## src/sv/erb_pkg.sv

```systemverilog
// Package of shared types, widths and codes for the eased brightness ramp.
package erb_pkg;

   // Field and register widths
   localparam int LEVEL_W  = 8;
   localparam int LEN_W    = 16;
   localparam int EASE_W   = 8;
   localparam int CHANGE_W = LEVEL_W + 1;
   localparam int CSR_IDX_W = 2;
   localparam int CSR_DAT_W = 16;

   // Datapath widths: products and the divider
   localparam int NUM_PROD_W = LEVEL_W + LEN_W;        // |change| * n
   localparam int NK_W       = LEN_W + EASE_W;         // n * k
   localparam int LK_W       = LEN_W + EASE_W + 1;     // N * (256 - k)
   localparam int DEN_W      = LK_W + 1;               // sum of the two
   localparam int REM_W      = NUM_PROD_W + EASE_W;    // |change| * 256 * n
   localparam int DIV_STEPS  = LEVEL_W;                // quotient stays below 256
   localparam int CNT_W      = $clog2(DIV_STEPS);
   localparam int SHIFT_W    = REM_W + 1;

   // Constants
   localparam logic [EASE_W:0]   Q_ONE             = 9'd256;
   localparam logic [LEN_W-1:0]  RAMP_LENGTH_RESET = 16'd50;
   localparam logic [EASE_W-1:0] EASING_RESET      = 8'd128;
   localparam logic [LEVEL_W-1:0] START_RESET      = 8'd100;
   localparam logic [CNT_W-1:0]  CNT_TOP           = CNT_W'(DIV_STEPS - 1);

   // Operation codes
   localparam logic OP_TICK = 1'b0;
   localparam logic OP_SET  = 1'b1;

   // Configuration register indexes
   localparam logic [CSR_IDX_W-1:0] CSR_RAMP_LENGTH = 2'd0;
   localparam logic [CSR_IDX_W-1:0] CSR_EASING      = 2'd1;

   // Controller states
   typedef enum logic [2:0] {
      ST_IDLE,
      ST_MUL,
      ST_SUM,
      ST_DIV,
      ST_OUT
   } state_type;

   // Commands from controller to datapath
   typedef struct packed {
      logic accept;
      logic load_mul;
      logic load_sum;
      logic div_step;
      logic load_out;
   } ctrl_cmd_type;

   // Status from datapath to controller
   typedef struct packed {
      logic ramp_go;
      logic div_last;
   } dp_status_type;

endpackage

```

## src/sv/erb_ctrl.sv

```systemverilog
// Controller state machine for the eased brightness ramp.
module erb_ctrl (
   input  logic                   clock,
   input  logic                   reset,
   input  logic                   req_valid,
   output logic                   req_ready,
   output logic                   rsp_valid,
   input  logic                   rsp_ready,
   input  erb_pkg::dp_status_type status,
   output erb_pkg::ctrl_cmd_type  cmd
);
   import erb_pkg::*;

   state_type state_ff, state_in;
   logic      rsp_valid_ff, rsp_valid_in;
   logic      out_free;

   // Output slot is free when empty or being drained this cycle
   assign out_free  = !rsp_valid_ff || rsp_ready;
   assign rsp_valid = rsp_valid_ff;

   // Next state
   always_comb begin
      state_in = state_ff;
      case (state_ff)
         ST_IDLE: begin
            if (req_valid && status.ramp_go) state_in = ST_MUL;
         end
         ST_MUL:  state_in = ST_SUM;
         ST_SUM:  state_in = ST_DIV;
         ST_DIV: begin
            if (status.div_last) state_in = ST_OUT;
         end
         ST_OUT: begin
            if (out_free) state_in = ST_IDLE;
         end
         default: state_in = ST_IDLE;
      endcase
   end

   // Outputs
   always_comb begin
      cmd       = '0;
      req_ready = 1'b0;
      case (state_ff)
         ST_IDLE: begin
            req_ready  = 1'b1;
            cmd.accept = req_valid;
         end
         ST_MUL:  cmd.load_mul = 1'b1;
         ST_SUM:  cmd.load_sum = 1'b1;
         ST_DIV:  cmd.div_step = 1'b1;
         ST_OUT:  cmd.load_out = out_free;
         default: cmd = '0;
      endcase
   end

   // Hold the result valid until the item is taken
   always_comb begin
      rsp_valid_in = rsp_valid_ff;
      if (rsp_ready) rsp_valid_in = 1'b0;
      if (cmd.load_out) rsp_valid_in = 1'b1;
   end

   always_ff @(posedge clock) begin
      if (reset) begin
         state_ff     <= ST_IDLE;
         rsp_valid_ff <= 1'b0;
      end else begin
         state_ff     <= state_in;
         rsp_valid_ff <= rsp_valid_in;
      end
   end

   // A running tick enters the multiply step right after acceptance
   a_go_to_mul: assert property (@(posedge clock) disable iff (reset)
      (state_ff == ST_IDLE && req_valid && status.ramp_go) |=> (state_ff == ST_MUL))
      else $error("tick accepted but multiply step not entered");

   // A pending result blocks the write of the next one
   a_out_blocked: assert property (@(posedge clock) disable iff (reset)
      (state_ff == ST_OUT && rsp_valid_ff && !rsp_ready) |=> (state_ff == ST_OUT))
      else $error("result overwritten while still pending");

endmodule

```

## src/sv/erb_dp.sv

```systemverilog
// Datapath of the eased brightness ramp: ramp state, products and divider.
module erb_dp (
   input  logic                                  clock,
   input  logic                                  reset,
   input  logic                                  csr_valid,
   input  logic [erb_pkg::CSR_IDX_W-1:0]         csr_index,
   input  logic [erb_pkg::CSR_DAT_W-1:0]         csr_data,
   input  logic                                  req_operation,
   input  logic [erb_pkg::LEVEL_W-1:0]           req_target,
   input  logic [erb_pkg::LEVEL_W-1:0]           req_current_level,
   output logic [erb_pkg::LEVEL_W-1:0]           rsp_level,
   input  erb_pkg::ctrl_cmd_type                 cmd,
   output erb_pkg::dp_status_type                status
);
   import erb_pkg::*;

   logic [LEN_W-1:0]      ramp_len_ff, ramp_len_in;
   logic [EASE_W-1:0]     easing_ff, easing_in;
   logic [LEN_W-1:0]      step_ff, step_in;
   logic [LEVEL_W-1:0]    start_ff, start_in;
   logic [CHANGE_W-1:0]   change_ff, change_in;
   logic [NUM_PROD_W-1:0] prod_num_ff, prod_num_in;
   logic [NK_W-1:0]       prod_nk_ff, prod_nk_in;
   logic [LK_W-1:0]       prod_lk_ff, prod_lk_in;
   logic [REM_W-1:0]      rem_ff, rem_in;
   logic [DEN_W-1:0]      den_ff, den_in;
   logic [LEVEL_W-1:0]    quo_ff, quo_in;
   logic [CNT_W-1:0]      cnt_ff, cnt_in;
   logic [LEVEL_W-1:0]    level_ff, level_in;

   logic [LEN_W:0]        n_next;
   logic [CHANGE_W-1:0]   change_neg;
   logic [LEVEL_W-1:0]    mag;
   logic [SHIFT_W-1:0]    den_shift;
   logic                  fits;
   logic [LEVEL_W:0]      up_sum;

   // Advance the count in one extra bit so it never wraps
   assign n_next = {1'b0, step_ff} + {{LEN_W{1'b0}}, 1'b1};
   assign status.ramp_go  = (req_operation == OP_TICK) && (n_next < {1'b0, ramp_len_ff});
   assign status.div_last = (cnt_ff == '0);

   // Magnitude of the signed difference
   assign change_neg = ~change_ff + {{(CHANGE_W-1){1'b0}}, 1'b1};
   assign mag = change_ff[CHANGE_W-1] ? change_neg[LEVEL_W-1:0] : change_ff[LEVEL_W-1:0];

   // Configuration writes
   always_comb begin
      ramp_len_in = ramp_len_ff;
      easing_in   = easing_ff;
      if (csr_valid) begin
         case (csr_index)
            CSR_RAMP_LENGTH: ramp_len_in = csr_data[LEN_W-1:0];
            CSR_EASING:      easing_in   = csr_data[EASE_W-1:0];
            default:         ramp_len_in = ramp_len_ff;
         endcase
      end
   end

   // Update ramp state on an accepted item
   always_comb begin
      step_in   = step_ff;
      start_in  = start_ff;
      change_in = change_ff;
      if (cmd.accept) begin
         if (req_operation == OP_SET) begin
            step_in   = '0;
            start_in  = req_current_level;
            change_in = {1'b0, req_target} - {1'b0, req_current_level};
         end else if (status.ramp_go) begin
            step_in = n_next[LEN_W-1:0];
         end else begin
            step_in   = ramp_len_ff;
            change_in = '0;
         end
      end
   end

   // Form the three products, one register stage
   always_comb begin
      prod_num_in = prod_num_ff;
      prod_nk_in  = prod_nk_ff;
      prod_lk_in  = prod_lk_ff;
      if (cmd.load_mul) begin
         prod_num_in = mag * step_ff;
         prod_nk_in  = step_ff * easing_ff;
         prod_lk_in  = ramp_len_ff * (Q_ONE - {1'b0, easing_ff});
      end
   end

   // Restoring divider: one quotient bit a cycle, most significant first
   assign den_shift = {{(SHIFT_W-DEN_W){1'b0}}, den_ff} << cnt_ff;
   assign fits      = ({1'b0, rem_ff} >= den_shift);

   always_comb begin
      rem_in = rem_ff;
      den_in = den_ff;
      quo_in = quo_ff;
      cnt_in = cnt_ff;
      if (cmd.load_sum) begin
         rem_in = {prod_num_ff, {EASE_W{1'b0}}};
         den_in = {2'b00, prod_nk_ff} + {1'b0, prod_lk_ff};
         quo_in = '0;
         cnt_in = CNT_TOP;
      end else if (cmd.div_step) begin
         if (fits) rem_in = rem_ff - den_shift[REM_W-1:0];
         quo_in = {quo_ff[LEVEL_W-2:0], fits};
         cnt_in = cnt_ff - {{(CNT_W-1){1'b0}}, 1'b1};
      end
   end

   // Apply the signed step to the start level
   assign up_sum = {1'b0, start_ff} + {1'b0, quo_ff};

   always_comb begin
      level_in = level_ff;
      if (cmd.load_out) begin
         level_in = change_ff[CHANGE_W-1] ? (start_ff - quo_ff) : up_sum[LEVEL_W-1:0];
      end
   end

   assign rsp_level = level_ff;

   always_ff @(posedge clock) begin
      if (reset) begin
         ramp_len_ff <= RAMP_LENGTH_RESET;
         easing_ff   <= EASING_RESET;
         step_ff     <= '0;
         start_ff    <= START_RESET;
         change_ff   <= '0;
         cnt_ff      <= '0;
      end else begin
         ramp_len_ff <= ramp_len_in;
         easing_ff   <= easing_in;
         step_ff     <= step_in;
         start_ff    <= start_in;
         change_ff   <= change_in;
         cnt_ff      <= cnt_in;
      end
   end

   always_ff @(posedge clock) begin
      prod_num_ff <= prod_num_in;
      prod_nk_ff  <= prod_nk_in;
      prod_lk_ff  <= prod_lk_in;
      rem_ff      <= rem_in;
      den_ff      <= den_in;
      quo_ff      <= quo_in;
      level_ff    <= level_in;
   end

   // A rising ramp never passes full brightness
   a_no_overflow: assert property (@(posedge clock) disable iff (reset)
      (cmd.load_out && !change_ff[CHANGE_W-1]) |-> (up_sum[LEVEL_W] == 1'b0))
      else $error("rising ramp overflowed the level");

   // A falling ramp never goes below zero
   a_no_underflow: assert property (@(posedge clock) disable iff (reset)
      (cmd.load_out && change_ff[CHANGE_W-1]) |-> (quo_ff <= start_ff))
      else $error("falling ramp underflowed the level");

endmodule

```

## src/sv/eased_brightness_ramp.sv

```systemverilog
// Top level of the eased brightness ramp: controller and datapath.
//
// Input channel (req_*): one item per valid/ready handshake. A set item
// (operation 1) stores current_level as the start, target - start as the
// signed difference and clears the step count; it gives
// no result. A tick item (operation 0) advances the count n; while n stays
// below ramp_length it gives one level, start + difference * 256n /
// (n*k + N*(256-k)) truncated toward zero, otherwise it ends the ramp and
// gives nothing.
// Result channel (rsp_*): rsp_level is held in an output register until the
// receiver takes it. rsp_valid rises after the tick has passed the multiply
// step, the add step, the restoring divider (one quotient bit a cycle) and the
// write of the result. The next item is accepted as soon as the controller
// is back in idle.
// A stalled receiver holds the finished level in the write step until the
// pending result is taken; earlier results are never overwritten.
// Configuration (csr_*): index 0 is ramp_length, index 1 is easing, always
// ready; write only while the block is idle.
// Reset sets ramp_length 50, easing 128, start level 100, no difference.
module eased_brightness_ramp (
   input  logic                            clock,
   input  logic                            reset,
   input  logic                            csr_valid,
   output logic                            csr_ready,
   input  logic [erb_pkg::CSR_IDX_W-1:0]   csr_index,
   input  logic [erb_pkg::CSR_DAT_W-1:0]   csr_data,
   input  logic                            req_valid,
   output logic                            req_ready,
   input  logic                            req_operation,
   input  logic [erb_pkg::LEVEL_W-1:0]     req_target,
   input  logic [erb_pkg::LEVEL_W-1:0]     req_current_level,
   output logic                            rsp_valid,
   input  logic                            rsp_ready,
   output logic [erb_pkg::LEVEL_W-1:0]     rsp_level
);
   import erb_pkg::*;

   ctrl_cmd_type  cmd;
   dp_status_type status;

   // Registers take a write in any cycle
   assign csr_ready = 1'b1;

   erb_ctrl u_ctrl (
      .clock     (clock),
      .reset     (reset),
      .req_valid (req_valid),
      .req_ready (req_ready),
      .rsp_valid (rsp_valid),
      .rsp_ready (rsp_ready),
      .status    (status),
      .cmd       (cmd)
   );

   erb_dp u_dp (
      .clock             (clock),
      .reset             (reset),
      .csr_valid         (csr_valid),
      .csr_index         (csr_index),
      .csr_data          (csr_data),
      .req_operation     (req_operation),
      .req_target        (req_target),
      .req_current_level (req_current_level),
      .rsp_level         (rsp_level),
      .cmd               (cmd),
      .status            (status)
   );

endmodule

```

## config.mk

```make
export PLATFORM = sky130hd
export DESIGN_NAME = eased_brightness_ramp
export DESIGN_NICKNAME = d
export VERILOG_FILES = /design/src/sv/erb_pkg.sv /design/src/sv/erb_ctrl.sv /design/src/sv/erb_dp.sv /design/src/sv/eased_brightness_ramp.sv
export SDC_FILE = /design/constraint.sdc
export NUM_CORES = 1
export LEC_CHECK = 0
export ABC_CLOCK_PERIOD_IN_PS = 6700
export BUFFER_PORTS_ARGS = -buffer_cell sky130_fd_sc_hd__buf_2
export CELL_PAD_IN_SITES_DETAIL_PLACEMENT = 1
export CELL_PAD_IN_SITES_GLOBAL_PLACEMENT = 1
export CORE_MARGIN = 5
export CORE_UTILIZATION = 46
export CTS_CLUSTER_SIZE = 8
export DETAILED_ROUTE_END_ITERATION = 10
export GPL_ROUTABILITY_DRIVEN = 0
export GPL_TIMING_DRIVEN = 0
export PLACE_DENSITY_LB_ADDON = 0.1
export SYNTH_ARGS = -nofsm -noshare
export SYNTH_HDL_FRONTEND = slang
export SYNTH_SLANG_ARGS = --single-unit
```

## constraint.sdc

```tcl
create_clock -name clock -period 6.7 [get_ports clock]
set_input_delay 1.34 -clock clock [delete_from_list [all_inputs] [get_ports clock]]
set_output_delay 1.34 -clock clock [all_outputs]
set_load 0.1 [all_outputs]
```

# Word-level counts from Yosys, hierarchy flattened
# Index checks and enable logic that the tools add are counted.
[op_classes]
mul = 3
shifts = 1
bitwise_logic = 2
reduce_logical = 17
eq_ne = 9
mux = 23
magnitude_cmp = 2
add_sub_neg = 9
[ops]
columns = ["op", "count"]
rows = [
  ["$mux 32", 3],
  ["$ge 32x33->1", 1],
  ["$shl 26x3->33", 1],
  ["$mux 16", 2],
  ["$sub 32x32->32", 1],
  ["$add 24x25->26", 1],
  ["$mul 16x25->25", 1],
  ["$mul 16x8->24", 1],
  ["$mul 8x16->24", 1],
  ["$mux 9", 2],
  ["$add 16x1->17 const B", 1],
  ["$lt 17x16->1", 1],
  ["$mux 8", 2],
  ["$mux 3", 5],
  ["$pmux 3 s5", 1],
  ["$reduce_and 2->1", 6],
  ["$sub 9x8->10 const A", 1],
  ["$sub 8x8->9", 1],
  ["$add 8x1->8 const B", 1],
  ["$add 8x8->8", 1],
  ["$mux 1", 8],
  ["$not 8->8", 1],
  ["$sub 8x8->8", 1],
  ["$eq 3x2->1 const B", 2],
  ["14 further kinds", 20],
]
[totals]
elab_cells = 82
out_inout_bits = 11
in_bits = 40
ff_bits = 211

# Depth between registers and ports, before layout
[depth]
word_depth = 6
ltp_mapped = 30
ltp_nobuf = 28

# Modules after synthesis
# Synthesis repeated with hierarchy kept, for this count alone.
[hier_totals]
cells_unflattened = 2688
area_unflattened_um2 = 24887.6
[modules_own_cells]
columns = ["module", "cells_each", "n_inst", "seq_area_each_um2", "area_each_um2"]
rows = [
  ["erb_dp", 2660, 1, 5455.2, 24637.4],
  ["erb_ctrl", 26, 1, 80.1, 239.0],
  ["eased_brightness_ramp", 2, 1, 0.0, 11.3],
]

# Worst setup path before layout
# No wires, ideal clock.
[synth_path]
path_type = "register -> register"
start = "register u_dp.easing_ff[0]"
end = "register u_dp.prod_lk_ff[24] (data pin)"
period_less_slack_ns = 6.862
path_stages_with_launch = 31
setup_time_ns = 0.260
setup_slack_ns = -0.162
path_buffers = 2
required_ns = 6.440
arrival_time_ns = 6.602
path_cell_list = "dfxtp_1 > inv_1 > buf_1 > ha_1 > inv_1 > nor2_1 > xnor2_1 > clkbuf_1 > and2_1 > fa_1 > inv_1 > fa_1 > inv_1 > fa_1 > inv_1 > fa_1 > inv_1 > fa_1 > inv_1 > fa_1 > inv_1 > ha_1 > nand3_1 > nor2_1 > o311ai_1 > a31oi_1 > a41oi_1 > a211oi_1 > a21o_1 > a21oi_1 > xnor2_1"
[synth_via]
elab_chain_len = 2
[synth_lines]
columns = ["element", "line_no", "text"]
rows = [
  ["start: declaration", "erb_dp.sv:18", "logic [EASE_W-1:0] easing_ff, easing_in;"],
  ["start signal: assignment", "erb_dp.sv:134", "easing_ff <= easing_in;"],
  ["$sub 9x8->10", "erb_dp.sv:87", "prod_lk_in = ramp_len_ff * (Q_ONE - {1'b0, easing_ff});"],
  ["$mul 16x25->25", "erb_dp.sv:87", ""],
  ["end signal: assignment", "erb_dp.sv:145", "prod_lk_ff <= prod_lk_in;"],
  ["end: declaration", "erb_dp.sv:24", "logic [LK_W-1:0] prod_lk_ff, prod_lk_in;"],
]
# Every way passes these cells.
# A chain may end at the register's enable or synchronous reset.

# Final worst setup path
[layout_path]
start = "register u_dp.easing_ff[4]"
end = "register u_dp.prod_lk_ff[24] (data pin)"
# The elaborated chain is that of the path after synthesis.

==> results by group <==
Min path
  – Worst hold path type: register to register
  – Hold path start: u_dp.rem_ff[0]$_SDFFE_PP0P_
  – Hold EP: u_dp.rem_ff[0]$_SDFFE_PP0P_
  – Hold depth: 2

Global routing
  – Vias in the first global route: 21600
  – Largest net degree at the start of global routing: 36
  – GR Util All Layers: 25.9%
  – First-pass GRT wire length: 123000 µm
  – Antenna violations before repair: 10
  – Global route total overflow: 0

STA
  – Final hold violations: 0
  – Fin Clk Skew: 0.0152 ns
  – Worst setup margin: -0.147 ns
  – Final setup fails: 2
  – Worst-Margin Slew: 1.07 ns
  – Period utilization: 102%
  – Max Fclk: 0.146 GHz
  – Final Slew Violations: 0
  – Rel. slew slack: 28.5%
  – Period minus WS final: 6.85 ns
  – RSZ-0062 raised after global routing: true
  – Total negative slack: -0.224 ns

Final layout
  – Synth-to-Final Area Change: 12.1%
  – Final #Nets: 3447
  – Post-route cell area: 0.0285 mm²
  – Number of fill cells: 6280
  – Layout cells sized above 1: 9.77%
  – ANT cells: 0
  – Util after Layout: 51.9%

Worst setup path
  – Critical R2R Launch: u_dp.easing_ff[4]$_SDFFE_PP0P_
  – Reg2reg path depth: 28
  – Worst reg2reg endpoint: u_dp.prod_lk_ff[24]$_DFFE_PP_
  – Crit end category: register
  – Max FO, Critical Path: 3
  – Critical Path RT: 7.08 ns
  – Startpoint Class: register
  – Critical path arrival: 7.23 ns
  – Slowest CP cell: or4_4
  – R2r setup slk: -0.15 ns
  – CP delay by family, top: adder cells
  – CP Class: register to register
  – Slowest Stage Delay on Critical Path: 0.56 ns
  – Critical path buffers and inverters: 9
  – Critical path's most frequent cell: fa_1

Die
  – Site Rows: 86
  – Die Wd: 245 µm
  – Core Region: 0.0549 mm²
  – Initial core utilization: 46.3%
  – Die Area: 0.0600 mm²
  – Die H: 245 µm
  – I/O pins: 51

Synthesis
  – Top post-synthesis cells by area: fa_1 (21%), edfxtp_1 (15%), ha_1 (14%)
  – Prevailing post-synth register cell: edfxtp_1
  – Yosys top cell area share: 21.1%
  – Synth Instances: 2747
  – Seq/Total Area, Yosys: 21.8%
  – Synthesized Nets: 3332
  – Post-Syn Area per Cell: 9.24 µm²
  – Most common cell in the netlist: inv_1
  – Ys Warns: 0
  – Commonest cells post-synth: inv_1 (395), nand2_1 (289), ha_1 (277), fa_1 (268), and2_1 (166)
  – Post-synth top area cell: fa_1
  – Mapped Area: 0.0254 mm²
  – EDFF count, synth: 131
  – Synth cell types: 81
  – Yosys reg bits: 211
  – Ys async rst share: 0%

Run
  – Max-Cap Viols: 0

Place
  – Post-Place Worst Slack: -1.79 ns
  – Post-DP HPWL: 63700 µm
  – Placed cell areas: 0.0266 mm²
  – IO buf count: 49

CTS
  – Latest clock arrival within the worst-skew pair: 0.59 ns
  – Clock sinks: 211
  – Num CTS Buffers: 31
  – Clock Tree Root: clkbuf_16
  – CTS Hold Bufs: 0
  – TritonCTS clock tree: built
  – CTS clk-pin slew, worst paths: 0.06 ns
  – Longest Clk Path Bufs: 3
  – H-tree Lvls: 1

Status
  – Failing checks: negative setup slack
  – Status: finished with violations

Power and ir drop
  – Final Power: 5310 µW
  – Leak: 0.0135 µW
  – Pwr Density: 186 mW/mm²
  – Max VDD drop: 0.204 mV

Route
  – DR pass1 iterations: 5
  – Number of remaining DRC errors: 0
  – Vias per cell: 5.55
  – DR WL/cell: 21.8 µm
  – ANT nets after route: 0
  – Initial DRC count: 1117
  – Via Count: 19900
  – Detailed Route WL: 78300 µm
[power by group]
part / total [µW] / internal [µW] / switching (µW)
sequential: 1620 / 1540 / 75.7
combinational: 2220 / 906 / 1320
clock: 1460 / 863 / 599
[layer usage]
metal  vias up  global-route usage (%)  routed length [µm]
met1     10200                    35.1               35000
met4         4                    7.24                2400
met2       347                    44.4               37800
met3       102                    2.84                3060
li1       9312                       -                   -
met5         -                       0                  34
[timing repair]
item                                    CTS  global route
setup buffers                            19            10
pin swaps                                30            27
resized for setup                       109            55
hold endpoints to repair                  0             0
endpoints found under the setup margin   25            18
[registers in the layout, summed over array words and instances, names as in the netlist]
name and flops:
u_dp.prod_nk_ff 24, u_dp.den_ff 26, u_dp.rem_ff 32, u_dp.rsp_level 8, u_dp.prod_lk_ff 25, u_dp.quo_ff 8
u_dp.ramp_len_ff 16, u_ctrl.state_ff 3, u_dp.start_ff 8, u_dp.prod_num_ff 24, u_dp.step_ff 16, u_ctrl.rsp_valid 1
u_dp.change_ff 9, u_dp.cnt_ff 3, u_dp.easing_ff 8
[cells by family (layout without fill, tap and decap cells)]
| group | count (synthesis) | in the layout | synth area share (%) |
|---|---|---|---|
| AND/OR/NAND/NOR | 830 | 830 | 16.0 |
| adder cells (fa/ha/maj) | 545 | 545 | 34.8 |
| buffers and inverters | 522 | 661 | 7.82 |
| AO/OA/AOI/OAI | 414 | 414 | 10.6 |
| flip-flops | 211 | 211 | 21.8 |
| XOR/XNOR | 148 | 148 | 5.11 |
| multiplexers | 76 | 76 | 3.79 |
| other | 1 | 1 | 0.0148 |
[worst register-to-register path, delay by kind of cell (launching register included)]
family | cells | cell delay, ns
adder cells (fa/ha/maj) | 7 | 3.25
AO/OA/AOI/OAI | 6 | 1.10
flip-flops | 1 | 0.31
AND/OR/NAND/NOR | 4 | 0.97
buffers and inverters | 9 | 0.65
XOR/XNOR | 2 | 0.38
[cells in the final DEF, fill, tap and decap left out, types with 15 or more instances in the layout]
| cell | instances |
|---|---|
| mux2i_1 | 58 |
| nand3_1 | 50 |
| mux4_2 | 16 |
| buf_4 | 32 |
| a21oi_1 | 126 |
| and3_1 | 20 |
| clkbuf_1 | 96 |
| nor2_1 | 128 |
| xor2_1 | 39 |
| a22o_1 | 29 |
| fa_1 | 267 |
| edfxtp_1 | 131 |
| o21a_1 | 15 |
| dfxtp_1 | 75 |
| nand2b_1 | 21 |
| o21ai_0 | 22 |
| nor2b_1 | 60 |
| nor3_1 | 36 |
| ha_1 | 267 |
| nand2_1 | 289 |
| clkbuf_16 | 32 |
| o21ai_1 | 45 |
| inv_1 | 387 |
| xnor2_1 | 86 |
| buf_2 | 55 |
| a21o_1 | 49 |
| and2_1 | 164 |
[worst max path at each step]
stage	start	to	slack, ns	cells past startpoint
CTS	u_dp.easing_ff[4]$_SDFFE_PP0P_	u_dp.prod_lk_ff[23]$_DFFE_PP_	-0.12	25
floorplan	u_dp.easing_ff[5]$_SDFFE_PP0P_	u_dp.prod_lk_ff[24]$_DFFE_PP_	0.02	28
global route	u_dp.easing_ff[4]$_SDFFE_PP0P_	u_dp.prod_lk_ff[24]$_DFFE_PP_	-0.37	26
detailed placement	u_dp.easing_ff[1]$_SDFFE_PP0P_	u_dp.prod_lk_ff[23]$_DFFE_PP_	-1.79	25
finish	u_dp.easing_ff[4]$_SDFFE_PP0P_	u_dp.prod_lk_ff[24]$_DFFE_PP_	-0.15	28
global placement	u_dp.easing_ff[0]$_SDFFE_PP0P_	u_dp.prod_lk_ff[24]$_DFFE_PP_	-2.22	25
[stage by stage]
step,hold WS [ns],cells
2_1_floorplan,0.435,2747
3_3_place_gp,0.448,3500
3_5_place_dp,0.451,3507
4_1_cts,0.461,3582
5_1_grt,0.474,3590
6_report,0.459,3590
[final cells by class]
cell class / instances / area, µm² / share of cell area, %
multi-input cells: 2014 / 18500 / 64.9
flip-flops and latches: 211 / 5550 / 19.5
inverters: 406 / 1530 / 5.38
well taps: 704 / 881 / 3.10
clock buffers: 54 / 862 / 3.03
plain buffers: 114 / 569 / 2.00
repair buffers: 84 / 554 / 1.95
clock inverters: 3 / 33.8 / 0.119
(Power assumes the default switching activity.)
